## config.mk

```make
export PLATFORM = sky130hd
export DESIGN_NAME = io_register_block_with_key_scan_top
export DESIGN_NICKNAME = d
export VERILOG_FILES = /design/src/hw/rtl/iorkb_pkg.sv /design/src/hw/rtl/iorkb_ctrl.sv /design/src/hw/rtl/iorkb_dp.sv /design/src/hw/rtl/io_register_block_with_key_scan_top.sv
export SDC_FILE = /design/constraint.sdc
export NUM_CORES = 1
export LEC_CHECK = 0
export BUFFER_PORTS_ARGS = -buffer_cell sky130_fd_sc_hd__buf_4
export CAP_MARGIN = 40
export CORE_ASPECT_RATIO = 0.75
export CORE_MARGIN = 2
export CORE_UTILIZATION = 40
export DETAILED_ROUTE_END_ITERATION = 16
export REMOVE_ABC_BUFFERS = 1
export SYNTH_ARGS = -nofsm -noshare
export SYNTH_HDL_FRONTEND = slang
export SYNTH_SLANG_ARGS = --single-unit
```

## constraint.sdc

```tcl
create_clock -name clk -period 6.6 [get_ports clk]
set_clock_uncertainty 0.1 [all_clocks]
set_input_delay 1.65 -clock clk [delete_from_list [all_inputs] [get_ports clk]]
set_output_delay 1.65 -clock clk [all_outputs]
set_load 0.02 [all_outputs]
```

## src/hw/rtl/iorkb_pkg.sv

```systemverilog
// Shared types, register offsets and key code tables for the I/O register block.
package iorkb_pkg;

    // Commands from the controller to the datapath.
    typedef struct packed {
        logic capture;   // latch the incoming access beat
        logic commit;    // execute the latched access and load the result register
    } iorkb_cmd_t;

    // Access kinds.
    localparam logic REQ_READ  = 1'b0;
    localparam logic REQ_WRITE = 1'b1;

    // Register offsets with special read behavior.
    localparam logic [4:0] ADDR_KEY_CODE   = 5'h01;
    localparam logic [4:0] ADDR_CONST_A    = 5'h03;
    localparam logic [4:0] ADDR_TOGGLE     = 5'h07;
    localparam logic [4:0] ADDR_MASKED     = 5'h0a;
    localparam logic [4:0] ADDR_CONST_ZERO = 5'h0e;
    localparam logic [4:0] ADDR_SELF_CLEAR = 5'h10;
    localparam logic [4:0] ADDR_CONST_B    = 5'h16;
    localparam logic [4:0] ADDR_SET_AFTER  = 5'h1c;

    // Read values of the fixed and toggle registers.
    localparam logic [7:0] CONST_A_VALUE    = 8'd115;
    localparam logic [7:0] CONST_B_VALUE    = 8'd78;
    localparam logic [7:0] TOGGLE_SET_VALUE = 8'd224;
    localparam logic [7:0] TOGGLE_CLR_VALUE = 8'd96;

    // Key matrix geometry.
    localparam int NUM_REGS = 32;
    localparam int KEY_ROWS = 9;
    localparam int KEY_COLS = 8;
    localparam int NUM_KEYS = KEY_ROWS * KEY_COLS;

    // Key codes in row-major order, without modifiers.
    localparam logic [7:0] KEY_PLAIN [0:NUM_KEYS-1] = '{
        8'h00, 8'h31, 8'h32, 8'h33, 8'h34, 8'h35, 8'h36, 8'h37,
        8'h38, 8'h39, 8'h30, 8'h2d, 8'h5e, 8'h08, 8'h7f, 8'h2d,
        8'h37, 8'h38, 8'h39, 8'h09, 8'h71, 8'h77, 8'h65, 8'h72,
        8'h74, 8'h79, 8'h75, 8'h69, 8'h6f, 8'h70, 8'h40, 8'h5b,
        8'h1b, 8'h2b, 8'h34, 8'h35, 8'h36, 8'h61, 8'h73, 8'h64,
        8'h66, 8'h67, 8'h68, 8'h6a, 8'h6b, 8'h6c, 8'h3b, 8'h3a,
        8'h0d, 8'h0a, 8'h1e, 8'h31, 8'h32, 8'h33, 8'h7a, 8'h78,
        8'h63, 8'h76, 8'h62, 8'h6e, 8'h6d, 8'h2c, 8'h2e, 8'h2f,
        8'h1d, 8'h1f, 8'h1c, 8'h30, 8'h2e, 8'h20, 8'h00, 8'h00
    };

    // Key codes in row-major order, with a modifier held.
    localparam logic [7:0] KEY_SHIFT [0:NUM_KEYS-1] = '{
        8'h00, 8'h21, 8'h40, 8'h23, 8'h24, 8'h25, 8'h5e, 8'h26,
        8'h2a, 8'h28, 8'h29, 8'h3d, 8'h10, 8'h08, 8'h7f, 8'h2d,
        8'h37, 8'h38, 8'h39, 8'h09, 8'h51, 8'h57, 8'h45, 8'h52,
        8'h54, 8'h59, 8'h55, 8'h49, 8'h4f, 8'h50, 8'h40, 8'h7b,
        8'h1b, 8'h2b, 8'h34, 8'h35, 8'h36, 8'h41, 8'h53, 8'h44,
        8'h46, 8'h47, 8'h48, 8'h4a, 8'h4b, 8'h4c, 8'h2b, 8'h2a,
        8'h0d, 8'h0a, 8'h1e, 8'h31, 8'h32, 8'h33, 8'h5a, 8'h58,
        8'h43, 8'h56, 8'h42, 8'h4e, 8'h4d, 8'h3c, 8'h3e, 8'h3f,
        8'h1d, 8'h1f, 8'h1c, 8'h30, 8'h2e, 8'h20, 8'h00, 8'h00
    };

endpackage

```

## src/hw/rtl/iorkb_ctrl.sv

```systemverilog
// Controller state machine: sequences capture and execution of each access beat.
module iorkb_ctrl (
    input  logic               clk,
    input  logic               rst_n,
    input  logic               in_valid,
    output logic               in_stall,
    output logic               out_valid,
    input  logic               out_stall,
    output iorkb_pkg::iorkb_cmd_t cmd
);

    localparam logic ST_IDLE = 1'b0;
    localparam logic ST_EXEC = 1'b1;

    logic state_reg;
    logic state_next;
    logic out_valid_reg;
    logic out_valid_next;
    logic out_free;

    // Input is taken only while no access is pending execution.
    assign in_stall = (state_reg == ST_EXEC);
    assign out_free = !out_valid_reg || !out_stall;

    always_comb
    begin
        cmd.capture = in_valid && !in_stall;
        cmd.commit  = (state_reg == ST_EXEC) && out_free;
    end

    // Next state and result-valid flag.
    always_comb
    begin
        state_next = state_reg;
        unique case (state_reg)
            ST_IDLE:
            begin
                if (cmd.capture)
                begin
                    state_next = ST_EXEC;
                end
            end
            ST_EXEC:
            begin
                if (cmd.commit)
                begin
                    state_next = ST_IDLE;
                end
            end
            default:
            begin
                state_next = ST_IDLE;
            end
        endcase

        if (cmd.commit)
        begin
            out_valid_next = 1'b1;
        end
        else
        begin
            out_valid_next = out_valid_reg && out_stall;
        end
    end

    always_ff @(posedge clk or negedge rst_n)
    begin
        if (!rst_n)
        begin
            state_reg     <= ST_IDLE;
            out_valid_reg <= 1'b0;
        end
        else
        begin
            state_reg     <= state_next;
            out_valid_reg <= out_valid_next;
        end
    end

    assign out_valid = out_valid_reg;

endmodule

```

## src/hw/rtl/iorkb_dp.sv

```systemverilog
// Datapath: captured access, register file, key matrix encoder and result register.
module iorkb_dp (
    input  logic                  clk,
    input  logic                  rst_n,
    input  iorkb_pkg::iorkb_cmd_t cmd,
    input  logic                  req_type,
    input  logic [4:0]            reg_addr,
    input  logic [7:0]            write_data,
    input  logic [63:0]           key_rows_low,
    input  logic [7:0]            key_row_last,
    input  logic [2:0]            modifier_keys,
    output logic [7:0]            read_data
);

    // Captured access.
    logic        req_type_reg;
    logic [4:0]  addr_reg;
    logic [7:0]  wdata_reg;
    logic [iorkb_pkg::NUM_KEYS-1:0] keys_reg;
    logic        shift_reg;

    // Register file and result register.
    logic [7:0] rf_reg [0:iorkb_pkg::NUM_REGS-1];
    logic [7:0] read_data_reg;

    // Key encoder signals.
    logic [iorkb_pkg::KEY_ROWS-1:0] row_any;
    logic [2:0] row_col [0:iorkb_pkg::KEY_ROWS-1];
    logic [3:0] win_row;
    logic [2:0] win_col;
    logic       key_down;
    logic [6:0] key_idx;
    logic [7:0] key_code;

    // Execution signals.
    logic [7:0] rd_cur;
    logic [7:0] result;
    logic       rf_we;
    logic [7:0] rf_wd;

    // Capture the access beat.
    always_ff @(posedge clk)
    begin
        if (cmd.capture)
        begin
            req_type_reg <= req_type;
            addr_reg     <= reg_addr;
            wdata_reg    <= write_data;
            keys_reg     <= {key_row_last, key_rows_low};
            shift_reg    <= |modifier_keys;
        end
    end

    // Per-row encoder: highest column whose key is down (active low).
    always_comb
    begin
        for (int r = 0; r < iorkb_pkg::KEY_ROWS; r++)
        begin
            row_any[r] = 1'b0;
            row_col[r] = 3'd0;
            for (int c = 0; c < iorkb_pkg::KEY_COLS; c++)
            begin
                if (!keys_reg[r * iorkb_pkg::KEY_COLS + c])
                begin
                    row_any[r] = 1'b1;
                    row_col[r] = 3'(c);
                end
            end
        end
    end

    // Row select: the highest row with a key down wins.
    always_comb
    begin
        win_row = 4'd0;
        win_col = 3'd0;
        for (int r = 0; r < iorkb_pkg::KEY_ROWS; r++)
        begin
            if (row_any[r])
            begin
                win_row = 4'(r);
                win_col = row_col[r];
            end
        end
        key_down = |row_any;
        key_idx  = {win_row, win_col};
        if (!key_down)
        begin
            key_code = 8'd0;
        end
        else if (shift_reg)
        begin
            key_code = iorkb_pkg::KEY_SHIFT[key_idx];
        end
        else
        begin
            key_code = iorkb_pkg::KEY_PLAIN[key_idx];
        end
    end

    // Access execution: read value and register file update.
    always_comb
    begin
        rd_cur = rf_reg[addr_reg];
        result = 8'd0;
        rf_we  = 1'b0;
        rf_wd  = wdata_reg;
        if (req_type_reg == iorkb_pkg::REQ_WRITE)
        begin
            rf_we = 1'b1;
        end
        else
        begin
            unique case (addr_reg)
                iorkb_pkg::ADDR_KEY_CODE:
                begin
                    result = key_code;
                end
                iorkb_pkg::ADDR_CONST_A:
                begin
                    result = iorkb_pkg::CONST_A_VALUE;
                end
                iorkb_pkg::ADDR_TOGGLE:
                begin
                    rf_we  = 1'b1;
                    rf_wd  = rd_cur ^ 8'h01;
                    result = rf_wd[0] ? iorkb_pkg::TOGGLE_SET_VALUE
                                      : iorkb_pkg::TOGGLE_CLR_VALUE;
                end
                iorkb_pkg::ADDR_MASKED:
                begin
                    result = rd_cur & 8'hfe;
                end
                iorkb_pkg::ADDR_CONST_ZERO:
                begin
                    result = 8'd0;
                end
                iorkb_pkg::ADDR_SELF_CLEAR:
                begin
                    if (rd_cur[6] && rd_cur[0])
                    begin
                        rf_we  = 1'b1;
                        rf_wd  = 8'd0;
                        result = 8'd0;
                    end
                    else
                    begin
                        result = rd_cur;
                    end
                end
                iorkb_pkg::ADDR_CONST_B:
                begin
                    result = iorkb_pkg::CONST_B_VALUE;
                end
                iorkb_pkg::ADDR_SET_AFTER:
                begin
                    rf_we  = 1'b1;
                    rf_wd  = rd_cur | 8'h01;
                    result = rd_cur;
                end
                default:
                begin
                    result = rd_cur;
                end
            endcase
        end
    end

    // Register file, cleared by reset.
    always_ff @(posedge clk or negedge rst_n)
    begin
        if (!rst_n)
        begin
            for (int i = 0; i < iorkb_pkg::NUM_REGS; i++)
            begin
                rf_reg[i] <= 8'd0;
            end
        end
        else if (cmd.commit && rf_we)
        begin
            rf_reg[addr_reg] <= rf_wd;
        end
    end

    // Result register holds the beat until the consumer takes it.
    always_ff @(posedge clk)
    begin
        if (cmd.commit)
        begin
            read_data_reg <= result;
        end
    end

    assign read_data = read_data_reg;

endmodule

```

## src/hw/rtl/io_register_block_with_key_scan_top.sv

```systemverilog
// Top level of the byte register block with key matrix scan.
// A bank of 32 byte registers serves one read or write beat at a time. Each beat is first
// captured and then executed against the register file and the key matrix encoder; no new
// beat is taken while a captured beat awaits execution. The result register lets one
// finished result wait for the consumer while the next beat is already taken; execution of
// that beat then waits until the result register frees. Address 1 returns the code of the
// highest-priority key held down in the 9x8 active-low matrix (later row, then later
// column, wins), from the shifted table when any modifier is held, and 0 when no key is
// down. Writes always return 0.
module io_register_block_with_key_scan_top (
    input  logic        clk,
    input  logic        rst_n,
    input  logic        in_valid,
    output logic        in_stall,
    input  logic        req_type,
    input  logic [4:0]  reg_addr,
    input  logic [7:0]  write_data,
    input  logic [63:0] key_rows_low,
    input  logic [7:0]  key_row_last,
    input  logic [2:0]  modifier_keys,
    output logic        out_valid,
    input  logic        out_stall,
    output logic [7:0]  read_data
);

    iorkb_pkg::iorkb_cmd_t cmd;

    // Access sequencing.
    iorkb_ctrl u_ctrl (
        .clk       (clk),
        .rst_n     (rst_n),
        .in_valid  (in_valid),
        .in_stall  (in_stall),
        .out_valid (out_valid),
        .out_stall (out_stall),
        .cmd       (cmd)
    );

    // Register file and key encoder.
    iorkb_dp u_dp (
        .clk           (clk),
        .rst_n         (rst_n),
        .cmd           (cmd),
        .req_type      (req_type),
        .reg_addr      (reg_addr),
        .write_data    (write_data),
        .key_rows_low  (key_rows_low),
        .key_row_last  (key_row_last),
        .modifier_keys (modifier_keys),
        .read_data     (read_data)
    );

endmodule
```

==> impl_metrics.tcl, run 1 <==
set metrics [dict create \
    synth_cell_type_count 84 \
    multi_input_area_sq_um 7000 \
    dr_total_vias 12400 \
    worst-setup-path-type "reg2reg" \
    hp-class "reg2reg" \
    synth_seq_cells 353 \
    grt_usage 0.212 \
    power_density_nw_per_um2 293 \
    min-delay-start "u_dp.rf_reg[224]" \
    ys_warn_count 0 \
    cts_buffers 36 \
    fmax_mhz 226 \
    viasPerCell 5.67 \
    cts_tree "built" \
    hold_end "u_dp.rf_reg[224]" \
    slew_headroom 0.348 \
    rows 65 \
    p_int_mw 4.17 \
    postCtsSetupBuffers 0 \
    die_w_um 242 \
    drtIter0Drc 1456 \
    rsz0062_at_grt "false" \
    fin_cells 2195 \
    worstMarginPinSlew_ns 0.979 \
    die_h_um 183 \
    hold_depth 2 \
    htree_levels 2 \
    cp_max_fo 12 \
    largest_reg_flops 256 \
    drive_gt1_frac 0.172 \
    synth_top_area_frac 0.379 \
    cts_resized 0 \
    status "complete, no violations" \
    netlist_top_cells_count "364 x nand2_1, 267 x o21ai_0, 258 x dfrtp_1, 95 x edfxtp_1, 53 x mux4_2" \
    ff2ff_path_depth 13 \
    dr.pass1.iters 6 \
    startpoint_type "flop" \
    peakVddDrop_mv 0.176 \
    worstSetupStartpoint "u_dp.keys_reg[19]" \
    async_reset_ff_frac 0.731 \
    route.detailed.drc 0 \
    leakage_nw 8.04 \
    grt_max_degree 172 \
    p_total_mw 5.68 \
    ff2ff_setup_slack_ns 2.18 \
    finalMaxSlewViolations 0 \
    clk_pin_slew_ns 0.07 \
    synthFlopType "dfrtp_1" \
    core_area_sq_um 42000 \
    r2r-end "u_dp.read_data[5]" \
    switching_power_mw 1.51 \
    grt_pass1_vias 12000 \
    ys_seq_area_frac 0.546 \
    routedWlPerCell_um 21.3 \
    ant_nets 0 \
    syn_avg_cell_area_sq_um 11.1 \
    hpwlAfterDp_um 31600 \
    ff_latch_area_sq_um 9310 \
    critPathRequiredTime_ns 6.78 \
    cp.arrival_ns 4.60 \
    syn_to_final_growth_pct 13.7 \
    timing.rr.start "u_dp.keys_reg[19]" \
    grt_pass1_wl_um 72300 \
    routabilityCongestion 0.954 \
    dpl_cell_area_sq_um 18100 \
    gr-total-overflow 0 \
    syn-instance-count 1537 \
    setup_tns_ns 0 \
    root_buffer "clkbuf_16" \
    cts_max_path_buffers 3 \
    cap_viol_max_count 0 \
    stdcell_area_sq_um 19400 \
    yosys.area.top_type "dfrtp_1" \
    hold_viol_final 0 \
    yosysMostFrequentCell "nand2_1" \
    fin_crit_sh 0.670 \
    io_pins 103 \
    placed_cells 2130 \
    switching_share 0.265 \
    seq_power_share 0.479 \
    port-buffer-count 102 \
    wl_um 46800 \
    synthTopCellsByArea "dfrtp_1 38%, edfxtp_1 17%, nand2_1 8.0%, o21ai_0 7.8%, mux4_2 7.0%" \
    finalCriticalPeriod_ns 4.42 \
    synth_edf_count 95 \
    fillCellCount 3825 \
    crit_path_end_kind "flop" \
    clock_sinks 353 \
    dieArea_sq_um 44300 \
    p_comb_frac 0.141 \
    insertion_delay_ns 0.55 \
    nets 1700 \
    fin_util 0.461 \
    setup_viol 0 \
    syn-cell-area_sq_um 17000 \
    clkPwrFrac 0.380 \
    postCtsHoldBufs 0 \
    antenna_found_initial 0 \
    start_util 0.405 \
]
==> power groups by stage <==
| stage | registers, mW | logic, mW | clock network [mW] |
|---|---|---|---|
| 2_1_floorplan | 2.75 | 0.474 | 0 |
| 6_report | 2.72 | 0.799 | 2.16 |
| 4_1_cts | 2.72 | 0.798 | 2.21 |
| 5_1_grt | 2.76 | 0.890 | 2.29 |
| 3_5_place_dp | 2.76 | 0.796 | 0 |
| 3_3_place_gp | 2.75 | 0.769 | 0 |
==> layer usage <==
layer,vias to the layer above,share of wire,global-route usage
li1,5750,-,-
met5,-,0,0
met1,6131,0.47,0.324
met2,472,0.42,0.291
met3,87,0.082,0.0538
met4,0,0.028,0.0677
==> through the flow <==
step                hold WS, ns  setup slack, ns
floorplan                 0.342            0.478
detailed placement        0.363             2.36
global route              0.399             2.05
CTS                       0.376             2.31
global placement          0.353             2.41
finish                    0.371             2.18
==> cell type report <==
cell class,instances,share of cell area
Tap cell,569,0.0367
Antenna cell,1,0.000129
Clock buffer,44,0.0506
Multi-Input combinational cell,1063,0.361
Sequential cell,353,0.480
Inverter,21,0.00420
Clock inverter,20,0.0134
Timing Repair Buffer,124,0.0530
==> cell usage in the layout (no fill, tap or decap), types with 7 or more instances in the layout <==
master / instances
edfxtp_1: 95
nor3_1: 14
dfrtp_1: 258
nand2b_1: 13
a31oi_1: 13
a21oi_1: 33
o21ai_0: 267
buf_4: 116
o21ai_1: 27
mux4_1: 26
inv_1: 18
nor2_1: 47
clkinv_2: 7
nor2b_1: 11
nand3_1: 15
a2111oi_0: 7
mux4_2: 53
ha_1: 8
a21oi_2: 7
nand2_1: 364
nand4_1: 16
mux2i_1: 7
clkbuf_16: 36
==> worst max path at each step <==
| stage | cells after the start | to | slack [ns] |
|---|---|---|---|
| finish | 13 | u_dp.read_data[5] | 2.18 |
| global route | 13 | u_dp.read_data[5] | 2.05 |
| CTS | 13 | u_dp.read_data[5] | 2.31 |
| detailed placement | 13 | u_dp.read_data[5] | 2.36 |
| global placement | 13 | u_dp.read_data[5] | 2.41 |
| floorplan | 1 | u_dp.addr_reg[0] | 0.48 |
==> critical path: stages (launching register included) <==
cell and delay [ns]:
edfxtp_1 0.40, nand4_2 0.22, or2_2 0.37, o41a_1 0.54, o211ai_2 0.30, nand2_1 0.35
inv_2 0.26, ha_1 0.25, inv_1 0.12, o22ai_1 0.13, a221oi_1 0.12, a2111oi_0 0.38
a211oi_1 0.10, or4_1 0.52
==> cell families after synthesis <==
logic type	Yosys count	synth area share
and+or+nand+nor	530	0.137
adders and majority gates	8	0.00588
buffers and inverters	121	0.0443
muxes	89	0.116
DFF	353	0.546
xor gates and xnor gates	3	0.00154
AOI/OAI and AO/OA	433	0.149
No activity file was read; power rests on OpenSTA's default activity.
==> inputs of run 2 (changes only) <==
--- a/config.mk
+++ b/config.mk
@@ -5,6 +5,7 @@
 export SDC_FILE = /design/constraint.sdc
 export NUM_CORES = 1
 export LEC_CHECK = 0
+export ABC_AREA = 1
 export BUFFER_PORTS_ARGS = -buffer_cell sky130_fd_sc_hd__buf_4
 export CAP_MARGIN = 40
 export CORE_ASPECT_RATIO = 0.75
==> constraint.sdc (replaced) <==
create_clock -name clk -period 4.4 [get_ports clk]
set_clock_uncertainty 0.1 [all_clocks]
set_input_delay 1.1 -clock clk [delete_from_list [all_inputs] [get_ports clk]]
set_output_delay 1.1 -clock clk [all_outputs]
set_load 0.02 [all_outputs]
==> run 2 against run 1 <==
Routed wire length increased by 8.3%. Clock-buffer cell count is 8 higher. Register-to-register slack lost 1.8 ns. Area after synthesis increased by 0.84%. Hold slack better by 0.019 ns. Via count is 15% higher. Sequential share of layout area fell by 1.3 points. Critical path type unchanged.
==> impl_metrics.tcl, run 2 <==
set metrics [dict create \
    syn_avg_cell_area_sq_um 8.58 \
    ant_nets 0 \
    grt_max_degree 104 \
    netlist_top_cells_count "474 x nand2_1, 317 x inv_1, 295 x o21ai_0, 258 x dfrtp_1, 99 x o22ai_1" \
    clock_sinks 353 \
    synthFlopType "dfrtp_1" \
    die_w_um 243 \
    cp_cell_sequence "nand3_1 -> nor2_1 -> nand2_1 -> inv_1 -> nand2_1 -> nor2_1 -> nand2_1 -> clkinv_1 -> nand4_1 -> nand2_1 -> o21ai_0 -> nand3_1 -> nand3_1 -> nand2_1 -> inv_1" \
    cts_buffers 37 \
    crit_path_top_delay_cell "clkinv_1" \
    worstSetupStartpoint "u_dp.keys_reg[44]" \
    grt_pass1_vias 14000 \
    die_h_um 183 \
    ys_seq_area_frac 0.542 \
    core_area_sq_um 42200 \
    async_reset_ff_frac 0.731 \
    fillCellCount 4051 \
    timing.rr.start "u_dp.keys_reg[44]" \
    syn-cell-area_sq_um 17200 \
    largest_reg_flops 256 \
    leakage_nw 9.01 \
    antenna_found_initial 1 \
    antennaDiodeCount 0 \
    slew_headroom 0.467 \
    power_density_nw_per_um2 460 \
    dr.pass1.iters 5 \
    clk_pin_slew_ns 0.06 \
    gr-total-overflow 0 \
    finalMaxSlewViolations 0 \
    postCtsHoldBufs 0 \
    fin_cells 2695 \
    p_total_mw 9.16 \
    hold_depth 2 \
    ff2ff_path_depth 15 \
    placed_cells 2629 \
    grt_usage 0.230 \
    htree_levels 2 \
    critPathRequiredTime_ns 4.70 \
    cp.arrival_ns 4.36 \
    peakVddDrop_mv 0.252 \
    crit_cells 15 \
    grt_pass1_wl_um 80100 \
    cp_num_buf_inv 3 \
    route.detailed.drc 0 \
    syn_to_final_growth_pct 15.9 \
    critical-path-top-delay-family "simple AND/OR/NAND/NOR gates" \
    worstMarginPinSlew_ns 0.800 \
    drive_gt1_frac 0.126 \
    viasPerCell 5.30 \
    synth_top_area_frac 0.376 \
    hpwlAfterDp_um 35700 \
    syn-instance-count 2002 \
    rsz0062_at_grt "false" \
    final_cell_mix "474 x nand2_1, 317 x inv_1, 295 x o21ai_0" \
    setup_viol 0 \
    dr_total_vias 14300 \
    ff2ff_setup_slack_ns 0.34 \
    port-buffer-count 102 \
    cap_viol_max_count 0 \
    cts_max_path_buffers 3 \
    postCtsSetupBuffers 0 \
    fin_util 0.472 \
    dp_slack_ns 0.625 \
    cts_tree "built" \
    routedWlPerCell_um 18.8 \
    status "complete, no violations" \
    cp_max_fo 16 \
    drtIter0Drc 1573 \
    wl_um 50700 \
    fin_crit_sh 0.923 \
    insertion_delay_ns 0.54 \
    r2r-end "u_dp.read_data[2]" \
    ys_warn_count 0 \
    worst_path_largest_cell_delay_ns 0.66 \
    fmax_mhz 246 \
    startpoint_type "flop" \
    synth_seq_cells 353 \
    cp-endpoint "u_dp.read_data[2]" \
    hold_viol_final 0 \
    crit_path_end_kind "flop" \
    start_util 0.407 \
    yosysMostFrequentCell "nand2_1" \
    worst_slack_ns 0.339 \
    hp-class "reg2reg" \
    critical_path.most_common_cell "nand2_1" \
    synth_edf_count 95 \
    io_pins 103 \
    root_buffer "clkbuf_16" \
    nets 2200 \
    synthTopCellsByArea "dfrtp_1 38%, edfxtp_1 17%, nand2_1 10%, o21ai_0 8.6%, inv_1 6.9%" \
    routabilityCongestion 0.935 \
    worst-setup-path-type "reg2reg" \
    final_common_cell "nand2_1" \
    synth_cell_type_count 45 \
    cts_resized 0 \
    yosys.area.top_type "dfrtp_1" \
    dieArea_sq_um 44600 \
    finalCriticalPeriod_ns 4.06 \
    rows 65 \
]
[run 2: kinds of logic after synthesis]
| group | share of synthesized area |
|---|---|
| flops | 0.542 |
| simple gates | 0.168 |
| compound gates | 0.180 |
| fa+ha+maj | 0.00583 |
| buf+inv | 0.104 |
[run 2: power by group]
group          switching [mW]  internal, mW
combinational            1.08         0.605
sequential              0.223          4.07
clock                    1.30          1.89
total                    2.60          6.56
[run 2: how the worst min path moves through the flow]
stage	end	slack, ns	startpoint
6_report	u_dp.rf_reg[33]	0.39	u_dp.rf_reg[33]
5_1_grt	u_dp.rf_reg[33]	0.40	u_dp.rf_reg[33]
4_1_cts	u_dp.rf_reg[33]	0.39	u_dp.rf_reg[33]
3_5_place_dp	u_dp.rf_reg[35]	0.37	u_dp.rf_reg[35]
3_3_place_gp	u_dp.rf_reg[36]	0.37	u_dp.rf_reg[36]
2_1_floorplan	u_dp.rf_reg[216]	0.35	u_dp.rf_reg[216]
[run 2: through the flow]
stage          cell area (sq um)  setup TNS, ns  hold slack (ns)
3_3_place_gp               18600              0            0.366
2_1_floorplan              16600         -91.63            0.353
3_5_place_dp               18700              0            0.374
5_1_grt                    19900              0            0.402
4_1_cts                    19900              0            0.390
6_report                   19900              0            0.390
[run 2: routing by layer]
layer  vias to the layer above  wire, um  global-route usage
li1                       6754         -                   -
met3                        83      4080              0.0508
met2                       518     21300               0.332
met1                      6925     24200               0.345
met4                         0      1170              0.0667
met5                         -         0                   0
[run 2: worst register-to-register path: stages (launching register included)]
cell and delay [ns]:
edfxtp_1 0.41, nand3_1 0.11, nor2_1 0.05, nand2_1 0.14, inv_1 0.09, nand2_1 0.08
nor2_1 0.10, nand2_1 0.54, clkinv_1 0.67, nand4_1 0.44, nand2_1 0.19, o21ai_0 0.45
nand3_1 0.28, nand3_1 0.15, nand2_1 0.06, inv_1 0.05
[run 2: layout make-up]
class,count,area [sq um],share of cell area
clock buffers,52,1070,0.0540
inverters,335,1260,0.0632
multi-input cells,1222,6090,0.306
repair buffers,150,1310,0.0657
well taps,569,712,0.0358
flip-flops and latches,353,9310,0.468
clock inverters,14,158,0.00792
